**src/hdl/lsdrs_pkg.sv**
```systemverilog
// ----------------------------------------------------------------------------
// lsdrs_pkg: shared types and constants of the decimal radix sorter
// Widths, operation codes and the command and status words that pass
// between the controller and the datapath.
// ----------------------------------------------------------------------------
package lsdrs_pkg;

    localparam int DATA_W       = 31;
    localparam int RADIX        = 10;
    localparam int DIGITS       = 10;
    localparam int DIGIT_W      = 4;
    localparam int BCD_W        = DIGITS * DIGIT_W;
    localparam int PASS_W       = 4;
    localparam int BIT_W        = 5;
    localparam int CAPACITY_DEF = 64;

    localparam logic [1:0] OP_NONE = 2'd0;
    localparam logic [1:0] OP_HIST = 2'd1;
    localparam logic [1:0] OP_SCAT = 2'd2;
    localparam logic [1:0] OP_OUT  = 2'd3;

    typedef struct packed {
        logic       load;
        logic       conv;
        logic       write;
        logic       set_ovf;
        logic       clr_cnt;
        logic       pfx;
        logic       flip;
        logic       clear_set;
        logic [1:0] rd_op;
    } t_cmd;

    typedef struct packed {
        logic              full;
        logic [PASS_W-1:0] npass;
    } t_status;

endpackage

```
**src/hdl/lsdrs_ctrl.sv**
```systemverilog
// ----------------------------------------------------------------------------
// lsdrs_ctrl: sequencer of the decimal radix sorter
// Steps loading, conversion, each counting, prefix and scatter pass,
// and the ordered readout, and drives the handshakes.
// ----------------------------------------------------------------------------
module lsdrs_ctrl #(
    parameter int CAPACITY = lsdrs_pkg::CAPACITY_DEF
) (
    input  logic                              i_clk,
    input  logic                              i_rst_n,
    input  logic                              i_valid,
    input  logic                              i_last_in,
    output logic                              o_stall,
    output logic                              o_valid,
    output logic                              o_last_out,
    input  logic                              i_stall,
    input  lsdrs_pkg::t_status                i_status,
    input  logic [$clog2(CAPACITY+1)-1:0]     i_count,
    output lsdrs_pkg::t_cmd                   o_cmd,
    output logic [$clog2(CAPACITY)-1:0]       o_idx,
    output logic [lsdrs_pkg::PASS_W-1:0]      o_pass,
    output logic [lsdrs_pkg::PASS_W-1:0]      o_k
);
    import lsdrs_pkg::*;

    localparam int CW = $clog2(CAPACITY);
    localparam int NW = $clog2(CAPACITY + 1);

    localparam logic [3:0] S_IDLE = 4'd0;
    localparam logic [3:0] S_CONV = 4'd1;
    localparam logic [3:0] S_WR   = 4'd2;
    localparam logic [3:0] S_PCLR = 4'd3;
    localparam logic [3:0] S_HIST = 4'd4;
    localparam logic [3:0] S_HDRN = 4'd5;
    localparam logic [3:0] S_PFX  = 4'd6;
    localparam logic [3:0] S_SCAT = 4'd7;
    localparam logic [3:0] S_SDRN = 4'd8;
    localparam logic [3:0] S_ORD  = 4'd9;
    localparam logic [3:0] S_OSH  = 4'd10;

    logic [3:0]        r_state, n_state;
    logic [CW-1:0]     r_idx, n_idx;
    logic [PASS_W-1:0] r_pass, n_pass;
    logic [PASS_W-1:0] r_k, n_k;
    logic [BIT_W-1:0]  r_bit, n_bit;
    logic              r_last, n_last;
    logic [NW-1:0]     last_n;
    logic [CW-1:0]     last_idx;

    assign last_n   = i_count - NW'(1);
    assign last_idx = last_n[CW-1:0];

    always_comb begin
        n_state = r_state;
        n_idx   = r_idx;
        n_pass  = r_pass;
        n_k     = r_k;
        n_bit   = r_bit;
        n_last  = r_last;
        o_cmd   = '0;
        unique case (r_state)
            S_IDLE: begin
                if (i_valid) begin
                    n_last = i_last_in;
                    if (i_status.full) begin
                        o_cmd.set_ovf = 1'b1;
                        n_state = i_last_in ? S_PCLR : S_IDLE;
                    end else begin
                        o_cmd.load = 1'b1;
                        n_bit   = BIT_W'(DATA_W - 1);
                        n_state = S_CONV;
                    end
                end
            end
            S_CONV: begin
                o_cmd.conv = 1'b1;
                n_bit = r_bit - BIT_W'(1);
                if (r_bit == '0) begin
                    n_state = S_WR;
                end
            end
            S_WR: begin
                o_cmd.write = 1'b1;
                n_state = r_last ? S_PCLR : S_IDLE;
            end
            S_PCLR: begin
                o_cmd.clr_cnt = 1'b1;
                n_idx = '0;
                n_state = (r_pass == i_status.npass) ? S_ORD : S_HIST;
            end
            S_HIST: begin
                o_cmd.rd_op = OP_HIST;
                n_idx = r_idx + CW'(1);
                if (r_idx == last_idx) begin
                    n_state = S_HDRN;
                end
            end
            S_HDRN: begin
                n_k = PASS_W'(1);
                n_state = S_PFX;
            end
            S_PFX: begin
                o_cmd.pfx = 1'b1;
                n_k = r_k + PASS_W'(1);
                if (r_k == PASS_W'(RADIX - 1)) begin
                    n_idx = last_idx;
                    n_state = S_SCAT;
                end
            end
            S_SCAT: begin
                o_cmd.rd_op = OP_SCAT;
                n_idx = r_idx - CW'(1);
                if (r_idx == '0) begin
                    n_state = S_SDRN;
                end
            end
            S_SDRN: begin
                o_cmd.flip = 1'b1;
                n_pass = r_pass + PASS_W'(1);
                n_state = S_PCLR;
            end
            S_ORD: begin
                o_cmd.rd_op = OP_OUT;
                n_state = S_OSH;
            end
            S_OSH: begin
                if (!i_stall) begin
                    if (r_idx == last_idx) begin
                        o_cmd.clear_set = 1'b1;
                        n_pass = '0;
                        n_state = S_IDLE;
                    end else begin
                        n_idx = r_idx + CW'(1);
                        n_state = S_ORD;
                    end
                end
            end
            default: begin
                n_state = S_IDLE;
            end
        endcase
    end

    always_ff @(posedge i_clk) begin
        if (!i_rst_n) begin
            r_state <= S_IDLE;
            r_idx   <= '0;
            r_pass  <= '0;
            r_k     <= '0;
            r_bit   <= '0;
            r_last  <= 1'b0;
        end else begin
            r_state <= n_state;
            r_idx   <= n_idx;
            r_pass  <= n_pass;
            r_k     <= n_k;
            r_bit   <= n_bit;
            r_last  <= n_last;
        end
    end

    assign o_stall    = (r_state != S_IDLE);
    assign o_valid    = (r_state == S_OSH);
    assign o_last_out = (r_idx == last_idx);
    assign o_idx      = r_idx;
    assign o_pass     = r_pass;
    assign o_k        = r_k;

endmodule

```
**config.mk**
```make
export PLATFORM = sky130hd
export DESIGN_NAME = lsdrs_ctrl
export DESIGN_NICKNAME = d
export VERILOG_FILES = /design/src/hdl/lsdrs_pkg.sv /design/src/hdl/lsdrs_ctrl.sv
export SDC_FILE = /design/constraint.sdc
export NUM_CORES = 1
export LEC_CHECK = 0
export ABC_AREA = 0
export BUFFER_PORTS_ARGS = -buffer_cell sky130_fd_sc_hd__clkbuf_2
export CORE_MARGIN = 1.5
export CORE_UTILIZATION = 39
export DETAILED_ROUTE_END_ITERATION = 16
export GPL_TIMING_DRIVEN = 0
export MAX_ROUTING_LAYER = met4
export PLACE_DENSITY = 0.63
export SLEW_MARGIN = 20
export SYNTH_ARGS = -nofsm -noshare
export SYNTH_HDL_FRONTEND = slang
export SYNTH_SLANG_ARGS = --single-unit
export TNS_END_PERCENT = 10
```
**constraint.sdc**
```tcl
create_clock -name i_clk -period 3.7 [get_ports i_clk]
set_clock_uncertainty 0.2 [all_clocks]
set_input_delay 0.37 -clock i_clk [delete_from_list [all_inputs] [get_ports i_clk]]
set_output_delay 0.37 -clock i_clk [all_outputs]
set_load 0.02 [all_outputs]
```
==> results of run 1 <==
==> logic make-up after synthesis <==
kind of cell | share of synthesized area, %
AOI/OAI and AO/OA | 25.3
xor gates and xnor gates | 11.0
adders and majority gates | 4.47
buffers and inverters | 5.62
DFF | 24.5
and+or+nand+nor | 29.1
==> flip-flops by register name (all words and copies together) (netlist names) <==
name     count
r_last       1
o_pass       4
o_idx        6
o_k          4
r_state      4
r_bit        5
==> worst max-delay path, delay by kind of cell (launching register included) <==
kind,cells,cell delay [ns]
AND/OR/NAND/NOR,3,0.63
XOR/XNOR,1,0.19
adder cells (fa/ha/maj),1,0.25
buffers and inverters,1,0.29
flip-flops,1,0.32
AO/OA/AOI/OAI,5,1.25
==> layout make-up <==
cell class / instances / area share (%)
inverters: 12 / 1.96
well taps: 67 / 3.65
multi-input cells: 206 / 59.7
flip-flops and latches: 24 / 20.9
plain buffers: 15 / 2.84
repair buffers: 42 / 9.16
clock buffers: 3 / 1.80
==> how the worst max path moves through the flow <==
stage	end	slack [ns]	cells after the start
finish	o_idx[4]	0.51	11
global route	o_idx[4]	0.25	11
CTS	o_idx[4]	0.54	11
detailed placement	o_idx[4]	0.59	11
global placement	o_idx[4]	0.59	11
floorplan	o_idx[4]	1.04	11
==> synth_stat cells, types with 4 or more instances <==
cell type	instances
and2_1	6
dfxtp_1	24
xor2_1	5
nor3_1	5
nor2_1	21
nand2_1	28
ha_1	7
xnor2_1	17
o21ai_1	7
o21a_1	5
nand2b_1	4
a21oi_1	11
and3_1	5
inv_1	9
o22ai_1	5
nand3b_1	6
o21ai_0	12
clkbuf_1	13
nand3_1	9
==> layer usage <==
metal	vias to the layer above	part of all wire (%)
met5	-	0
met4	0	1.3
met3	5	5.1
met2	57	45
met1	916	49
li1	1019	-
==> power groups by stage <==
stage | sequential [mW] | combinational, mW | clock (mW)
after floorplan | 0.329 | 0.417 | 0
after global placement | 0.332 | 0.546 | 0
after detailed placement | 0.333 | 0.543 | 0
final | 0.327 | 0.548 | 0.165
after CTS | 0.327 | 0.547 | 0.168
after global routing | 0.332 | 0.615 | 0.173
==> metrics by stage <==
step	instances	util (%)	hold slack [ns]	instance area, µm²
3_3_place_gp	366	47.1	0.277	2250
2_1_floorplan	257	-	0.257	1960
3_5_place_dp	366	47.1	0.271	2250
4_1_cts	369	47.9	0.135	2290
5_1_grt	369	47.9	0.157	2290
6_report	369	47.9	0.140	2290
==> run_results.csv, run 1 <==
group,metric,value,unit
run_status,outcome,"complete, no violations",
timing,slew_viol_final,0,
global_routing,grt_pass1_wl,8270,µm
timing,max_freq,0.313,GHz
job,maxCapViolations,0,
final_layout,seq_area,480,µm²
final_layout,diodes,0,
hold_path,min_path_cells,3,
worst_setup_path,worst_r2r_endpoint,"o_idx[4]",
global_routing,grt_max_degree,13,
timing,worstMarginPinSlew,0.643,ns
clocking,clock_path_buffers,2,
timing,setup_tns,0,ns
route,dr.first_iter.drc_count,147,
worst_setup_path,worstPathCellList,"clkbuf_1 -> or3b_1 -> a21oi_1 -> xnor2_1 -> ha_1 -> nand3_1 -> a211oi_1 -> a31oi_1 -> o32ai_1 -> nand2_1 -> o21ai_1",
worst_setup_path,worstSetupStartpoint,"r_state[2]",
power_and_ir_drop,ir_worst_vdd,0.000259,V
timing,maxSlewHeadroom,57.1,%
power_and_ir_drop,p_int,578,µW
final_layout,final_layout_size_suffix_gt1_share,19.2,%
floorplan,ios,44,
timing,setup_viol,0,
clocking,cts_tree,"built",
yosys,ys_top_cells_by_area,"dfxtp_1, xnor2_1, nand2_1, ha_1, nor2_1",
hold_path,worstHoldEndpoint,"r_state[3]",
final_layout,layout_commonest_cell,"clkbuf_2",
floorplan,fp.dieH,73.9,µm
clocking,postCtsHoldBufs,0,
global_routing,grtUsageMet2,30.2,%
power_and_ir_drop,power.density,453,nW/µm²
route,vias_per_cell,5.41,
power_and_ir_drop,power_frac_seq,31.4,%
worst_setup_path,cp.arrival,3.21,ns
yosys,ys.flop_type,"dfxtp_1",
worst_setup_path,r2r-start,"r_state[2]",
clocking,htreeDepth,1,
final_layout,nets,328,
floorplan,die_w,73.9,µm
global_routing,met1_usage,28.0,%
timing,min_period,3.19,ns
floorplan,rows,25,
final_layout,multi_input_area,1370,µm²
route,drc,0,
global_routing,antenna_found_initial,0,
worst_setup_path,required,3.71,ns
floorplan,initial_utilization,40.9,%
clocking,root_buffer,"clkbuf_8",
route,dr.pass1.iters,4,
final_layout,final_cell_mix,"clkbuf_2, nand2_1, dfxtp_1, nor2_1, xnor2_1",
timing,rsz0062_at_grt,"false",
route,ant_nets,0,
power_and_ir_drop,switching_share,44.4,%
worst_setup_path,cp_max_fo,9,
timing,min_period_over_period,86.3,%
yosys,yosysTopAreaCellShare,24.5,%
clocking,path_clk_slew,0.09,ns
floorplan,coreArea,4790,µm²
worst_setup_path,rr_worst_depth,11,
placed_design,gp_congestion,0.898,
yosys,synth_seq_cells,24,
yosys,syn_nets,281,
timing,layout_setup_ws,0.506,ns
timing,hold_viol,0,
power_and_ir_drop,p_comb_share,52.7,%
clocking,cts_inserted_buffers,3,
worst_setup_path,cp-start-kind,"flop",
worst_setup_path,r2r_slack,0.51,ns
power_and_ir_drop,power.total,1.04,mW
yosys,ys_types,57,
yosys,netlist_area,1960,µm²
global_routing,grt_busiest_layer,"met2",
worst_setup_path,max_stage_delay,0.53,ns
yosys,ys_warn_count,0,
power_and_ir_drop,p_leak,0.948,nW
worst_setup_path,end_kind,"flop",
clocking,cts_resized,0,
final_layout,fillers,495,
clocking,cts_sinks,24,
power_and_ir_drop,clkPwrFrac,15.9,%
global_routing,track_usage,19.9,%
yosys,async_flop_share,0,%
route,vias,1997,
placed_design,portBuffers,42,
route,wire_per_inst,13.3,µm
yosys,synth_top_cell_by_area,"dfxtp_1",
yosys,seq_area_frac_synth,24.5,%
floorplan,dieArea,5460,µm²
global_routing,grt_pass1_vias,1751,
route,finalWirelength,4920,µm
yosys,synth-edff-count,0,
global_routing,met3_usage,2.06,%
placed_design,pre_cts_ws,0.589,ns
yosys,netlist_instances,257,
placed_design,dp_hpwl,3760,µm
global_routing,gr-total-overflow,0,
clocking,clkLatencyLatePin,0.28,ns
clocking,post-cts-setup-buffers,0,
worst_setup_path,crit_type,"flop to flop",
worst_setup_path,slowest_stage,"a21oi_1",
hold_path,hold_path_class,"input pin to flop",
yosys,postSynthAreaPerCell,7.62,µm²
power_and_ir_drop,net-switching-power,462,µW
final_layout,area.growth.synth_to_final,17.1,%
hold_path,hold_start,"i_stall",
Note: power is estimated with default switching activity, not from simulation.
==> inputs of run 2 (changes only) <==
CTS_BUF_LIST = sky130_fd_sc_hd__clkbuf_2 sky130_fd_sc_hd__clkbuf_4 sky130_fd_sc_hd__clkbuf_8   (was default)
MAX_ROUTING_LAYER = default   (was met4)
==> run 2 against run 1 <==
Net effect: global-route usage shrank 0.56 points; register-to-register slack is essentially flat; cell count is the same; first-iteration DRC count grew 19%; final area is the same; count of clock-buffer cells in the layout is the same; core utilization is the same; hold slack lost 0.00055 ns; sequential cell count is the same; critical endpoint unchanged.
==> run_results.csv, run 2 (synthesis results as in run 1) <==
group,metric,value,unit
floorplan,dieArea,5460,µm²
global_routing,track_usage,19.4,%
route,dr.pass1.iters,4,
worst_setup_path,r2r-start,"r_state[2]",
floorplan,rows,25,
route,vias_per_cell,5.44,
route,ant_nets,0,
floorplan,die_w,73.9,µm
floorplan,coreArea,4790,µm²
timing,hold_viol,0,
final_layout,largest_register_ffs,6,
worst_setup_path,worstSetupStartpoint,"r_state[2]",
worst_setup_path,required,3.72,ns
clocking,cts_tree,"built",
placed_design,dpl_cell_area,2250,µm²
placed_design,portBuffers,42,
final_layout,final_cell_mix,"clkbuf_2, nand2_1, dfxtp_1, nor2_1, xnor2_1",
hold_path,min_path_cells,3,
floorplan,fp.dieH,73.9,µm
power_and_ir_drop,power.density,454,nW/µm²
global_routing,grt_max_degree,13,
worst_setup_path,worst_r2r_endpoint,"o_idx[4]",
hold_path,hold_path_class,"input pin to flop",
clocking,cts_inserted_buffers,3,
placed_design,gp_congestion,0.884,
worst_setup_path,end_kind,"flop",
global_routing,antenna_found_initial,0,
final_layout,diodes,0,
timing,setup_tns,0,ns
timing,maxSlewHeadroom,57.5,%
final_layout,fillers,495,
floorplan,ios,44,
clocking,post-cts-setup-buffers,0,
route,vias,2007,
worst_setup_path,r2r_slack,0.50,ns
worst_setup_path,cp_max_fo,9,
worst_setup_path,crit_type,"flop to flop",
power_and_ir_drop,p_leak,0.948,nW
worst_setup_path,max_stage_delay,0.53,ns
timing,rsz0062_at_grt,"false",
route,finalWirelength,4910,µm
power_and_ir_drop,power.total,1.04,mW
final_layout,final_layout_size_suffix_gt1_share,19.2,%
worst_setup_path,slowest_stage,"a21oi_1",
worst_setup_path,cp-start-kind,"flop",
worst_setup_path,cp.arrival,3.22,ns
placed_design,pre_cts_ws,0.589,ns
final_layout,nets,328,
global_routing,grt_pass1_vias,1750,
timing,max_freq,0.312,GHz
final_layout,area.growth.synth_to_final,17.1,%
clocking,htreeDepth,1,
power_and_ir_drop,ir_worst_vdd,0.000259,V
clocking,cts_sinks,24,
run_status,outcome,"complete, no violations",
timing,worstMarginPinSlew,0.638,ns
job,maxCapViolations,0,
worst_setup_path,rr_worst_depth,11,
timing,min_period,3.20,ns
worst_setup_path,worstPathCellList,"clkbuf_1 -> or3b_1 -> a21oi_1 -> xnor2_1 -> ha_1 -> nand3_1 -> a211oi_1 -> a31oi_1 -> o32ai_1 -> nand2_1 -> o21ai_1",
timing,slew_viol_final,0,
global_routing,gr-total-overflow,0,
route,drc,0,
clocking,clkLatencyLatePin,0.28,ns
global_routing,grt_pass1_wl,8270,µm
clocking,cts_resized,0,
timing,layout_setup_ws,0.497,ns
final_layout,layout_commonest_cell,"clkbuf_2",
route,dr.first_iter.drc_count,175,
clocking,root_buffer,"clkbuf_8",
floorplan,initial_utilization,40.9,%
timing,setup_viol,0,
timing,min_period_over_period,86.6,%
route,wire_per_inst,13.3,µm
placed_design,dp_hpwl,3760,µm
timing,holdWs,0.140,ns
clocking,path_clk_slew,0.09,ns
final_layout,stdcell_area,2290,µm²
clocking,clock_path_buffers,2,
clocking,postCtsHoldBufs,0,
worst_setup_path,crit_end,"o_idx[4]",
## run 2: cell counts in the layout (fill, tap and decap cells not counted)
Identical to the previous run, type by type.
## run 2: routing by layer
| layer | vias up | global-route usage, % | share of wire (%) |
|---|---|---|---|
| li1 | 1018 | - | - |
| met1 | 920 | 27.8 | 49 |
| met2 | 64 | 30.2 | 44 |
| met3 | 5 | 2.33 | 5.4 |
| met4 | 0 | 5.56 | 1.2 |
| met5 | - | 0 | 0 |
## run 2: worst min path at each step
stage / from / endpoint
global placement: o_k[3] / o_k[3]
detailed placement: o_k[3] / o_k[3]
floorplan: r_last / r_last
CTS: i_stall / r_state[3]
global route: i_stall / r_state[3]
finish: i_stall / r_state[3]
## run 2: layout make-up
cell class	count	area [µm²]	area share [%]
Buffer	15	65.1	2.84
Clock buffer	3	41.3	1.80
Inverter	12	45.0	1.96
Multi-Input combinational cell	206	1370	59.7
Sequential cell	24	480	20.9
Tap cell	67	83.8	3.65
Timing Repair Buffer	42	210	9.16
## run 2: power breakdown
group / switching (mW) / total (mW) / internal, mW
combinational: 0.341 / 0.549 / 0.208
sequential: 0.0297 / 0.327 / 0.297
clock: 0.0922 / 0.166 / 0.0733
## run 2: per-stage QoR
step           instances  util, %
2_1_floorplan        257        -
3_3_place_gp         366     47.1
3_5_place_dp         366     47.1
4_1_cts              369     47.9
5_1_grt              369     47.9
6_report             369     47.9
## run 2: critical path: cells and delay by family, from the launching register on
kind | cells | cell delay (ns)
flip-flops | 1 | 0.32
buffers and inverters | 1 | 0.30
adder cells (fa/ha/maj) | 1 | 0.25
AND/OR/NAND/NOR | 3 | 0.63
XOR/XNOR | 1 | 0.19
AO/OA/AOI/OAI | 5 | 1.26
==> inputs of run 3 (changes only) <==
RECOVER_POWER = 100   (was default)
==> run 3 against run 2 <==
Net effect: first-iteration DRC count unchanged; sequential share of layout area up 0.65 points; final area down 3.0%; sequential power about the same; global-route usage unchanged; total power down 3.2%; via count about the same; non-clock buffer count unchanged; wire length up 1.1%; core utilization down 1.4 points; combinational power down 6.2%.
==> run_results.csv, run 3 (synthesis results as in run 1) <==
group,metric,value,unit
route,met1_length,2420,µm
final_layout,fillers,516,
timing,worstMarginPinSlew,0.809,ns
worst_setup_path,max_stage_delay,0.53,ns
clocking,path_clk_slew,0.09,ns
route,vias_per_cell,5.44,
job,maxCapViolations,0,
placed_design,dp_hpwl,3760,µm
worst_setup_path,cp_max_fo,9,
route,drc,0,
route,wire_per_inst,13.4,µm
power_and_ir_drop,switching_share,44.9,%
floorplan,coreArea,4790,µm²
power_and_ir_drop,power.total,1.01,mW
timing,slew_viol_final,0,
worst_setup_path,end_kind,"flop",
timing,maxSlewHeadroom,44.7,%
clocking,cts_sinks,24,
final_layout,layout_commonest_cell,"clkbuf_1",
power_and_ir_drop,power_frac_seq,32.4,%
clocking,post-cts-setup-buffers,0,
power_and_ir_drop,ir_worst_vdd,0.000240,V
route,finalWirelength,4960,µm
timing,min_period_over_period,86.3,%
timing,setup_viol,0,
global_routing,track_usage,19.4,%
clocking,cts_resized,0,
final_layout,final_layout_size_suffix_gt1_share,8.94,%
clocking,cts_inserted_buffers,3,
floorplan,fp.dieH,73.9,µm
power_and_ir_drop,power.density,453,nW/µm²
clocking,postCtsHoldBufs,0,
worst_setup_path,crit_type,"flop to flop",
route,highest-signal-layer,"met4",
worst_setup_path,slowest_stage,"a21oi_1",
power_and_ir_drop,p_leak,0.848,nW
global_routing,antenna_found_initial,0,
floorplan,rows,25,
worst_setup_path,crit_buf_inv,1,
floorplan,ios,44,
power_and_ir_drop,net-switching-power,452,µW
worst_setup_path,cp-start-kind,"flop",
timing,setup_tns,0,ns
route,dr.first_iter.drc_count,175,
global_routing,gr-total-overflow,0,
global_routing,grt_pass1_wl,8270,µm
timing,min_period,3.19,ns
timing,holdWs,0.140,ns
worst_setup_path,required,3.71,ns
route,vias,2008,
clocking,root_buffer,"clkbuf_8",
floorplan,die_w,73.9,µm
clocking,htreeDepth,1,
placed_design,gp_congestion,0.884,
worst_setup_path,cp_top_family,"compound AO/OA/AOI/OAI gates",
worst_setup_path,worstPathCellList,"clkbuf_1 -> or3b_1 -> a21oi_1 -> xnor2_1 -> ha_1 -> nand3_1 -> a211oi_1 -> a31oi_1 -> o32ai_1 -> nand2_1 -> o21ai_0",
worst_setup_path,cp.arrival,3.20,ns
floorplan,initial_utilization,40.9,%
power_and_ir_drop,p_int,555,µW
final_layout,area.growth.synth_to_final,13.6,%
final_layout,final_cell_mix,"clkbuf_1, nand2_1, dfxtp_1, nor2_1, xnor2_1",
worst_setup_path,r2r_slack,0.51,ns
final_layout,diodes,0,
timing,rsz0062_at_grt,"false",
route,ant_nets,0,
clocking,clock_path_buffers,2,
final_layout,largest_register_ffs,6,
clocking,clkLatencyLatePin,0.28,ns
final_layout,nets,328,
floorplan,dieArea,5460,µm²
power_and_ir_drop,clkPwrFrac,16.4,%
placed_design,portBuffers,42,
global_routing,grt_max_degree,13,
timing,max_freq,0.313,GHz
timing,hold_viol,0,
run_status,outcome,"complete, no violations",
route,wl_met3,290,µm
clocking,cts_tree,"built",
global_routing,grt_pass1_vias,1750,
power_and_ir_drop,p_comb_share,51.1,%
route,wl_met2,2190,µm
route,dr.pass1.iters,4,
hold_path,hold_path_class,"input pin to flop",
==> run 3: power by group through the flow <==
| stage | Combinational [mW] | Sequential (mW) | Clock (mW) |
|---|---|---|---|
| 2_1_floorplan | 0.417 | 0.329 | 0 |
| 3_3_place_gp | 0.546 | 0.332 | 0 |
| 3_5_place_dp | 0.543 | 0.333 | 0 |
| 4_1_cts | 0.547 | 0.327 | 0.168 |
| 5_1_grt | 0.579 | 0.332 | 0.173 |
| 6_report | 0.515 | 0.327 | 0.165 |
==> run 3: routing by layer <==
metal	vias to the layer above	global-route usage, %
li1	1017	-
met1	917	27.8
met2	69	30.2
met3	5	2.33
met4	0	5.56
met5	-	0
==> run 3: cell type report <==
| cell class | count | area [µm²] | share of cell area, % |
|---|---|---|---|
| multi-input combinational | 206 | 1330 | 59.9 |
| inverter | 12 | 45.0 | 2.02 |
| timing repair buffer | 42 | 178 | 7.98 |
| tap | 67 | 83.8 | 3.77 |
| sequential | 24 | 480 | 21.6 |
| clock buffer | 3 | 41.3 | 1.85 |
| buffer | 15 | 65.1 | 2.92 |
==> run 3: tightest hold or removal path, cell delays in order <==
cell	delay [ns]
clkbuf_2	0.10
nand2_1	0.06
a21oi_1	0.05
==> run 3: path summary, 6_finish.rpt <==
| kind | start | end | depth (start not counted) |
|---|---|---|---|
| hold / removal | i_stall | r_state[3] | 3 |
| setup reg to reg | r_state[2] | o_idx[4] | 11 |
| setup / recovery | r_state[2] | o_idx[4] | 11 |
| hold reg to reg | o_k[3] | o_k[3] | 1 |
==> run 3: per-stage QoR <==
| step | cell area, µm² | std cells | setup slack [ns] | utilization (%) |
|---|---|---|---|---|
| after floorplan | 1960 | 257 | 1.04 | - |
| after global placement | 2250 | 366 | 0.591 | 47.1 |
| after detailed placement | 2250 | 366 | 0.589 | 47.1 |
| after CTS | 2290 | 369 | 0.543 | 47.9 |
| after global routing | 2230 | 369 | 0.217 | 46.5 |
| final | 2230 | 369 | 0.506 | 46.5 |
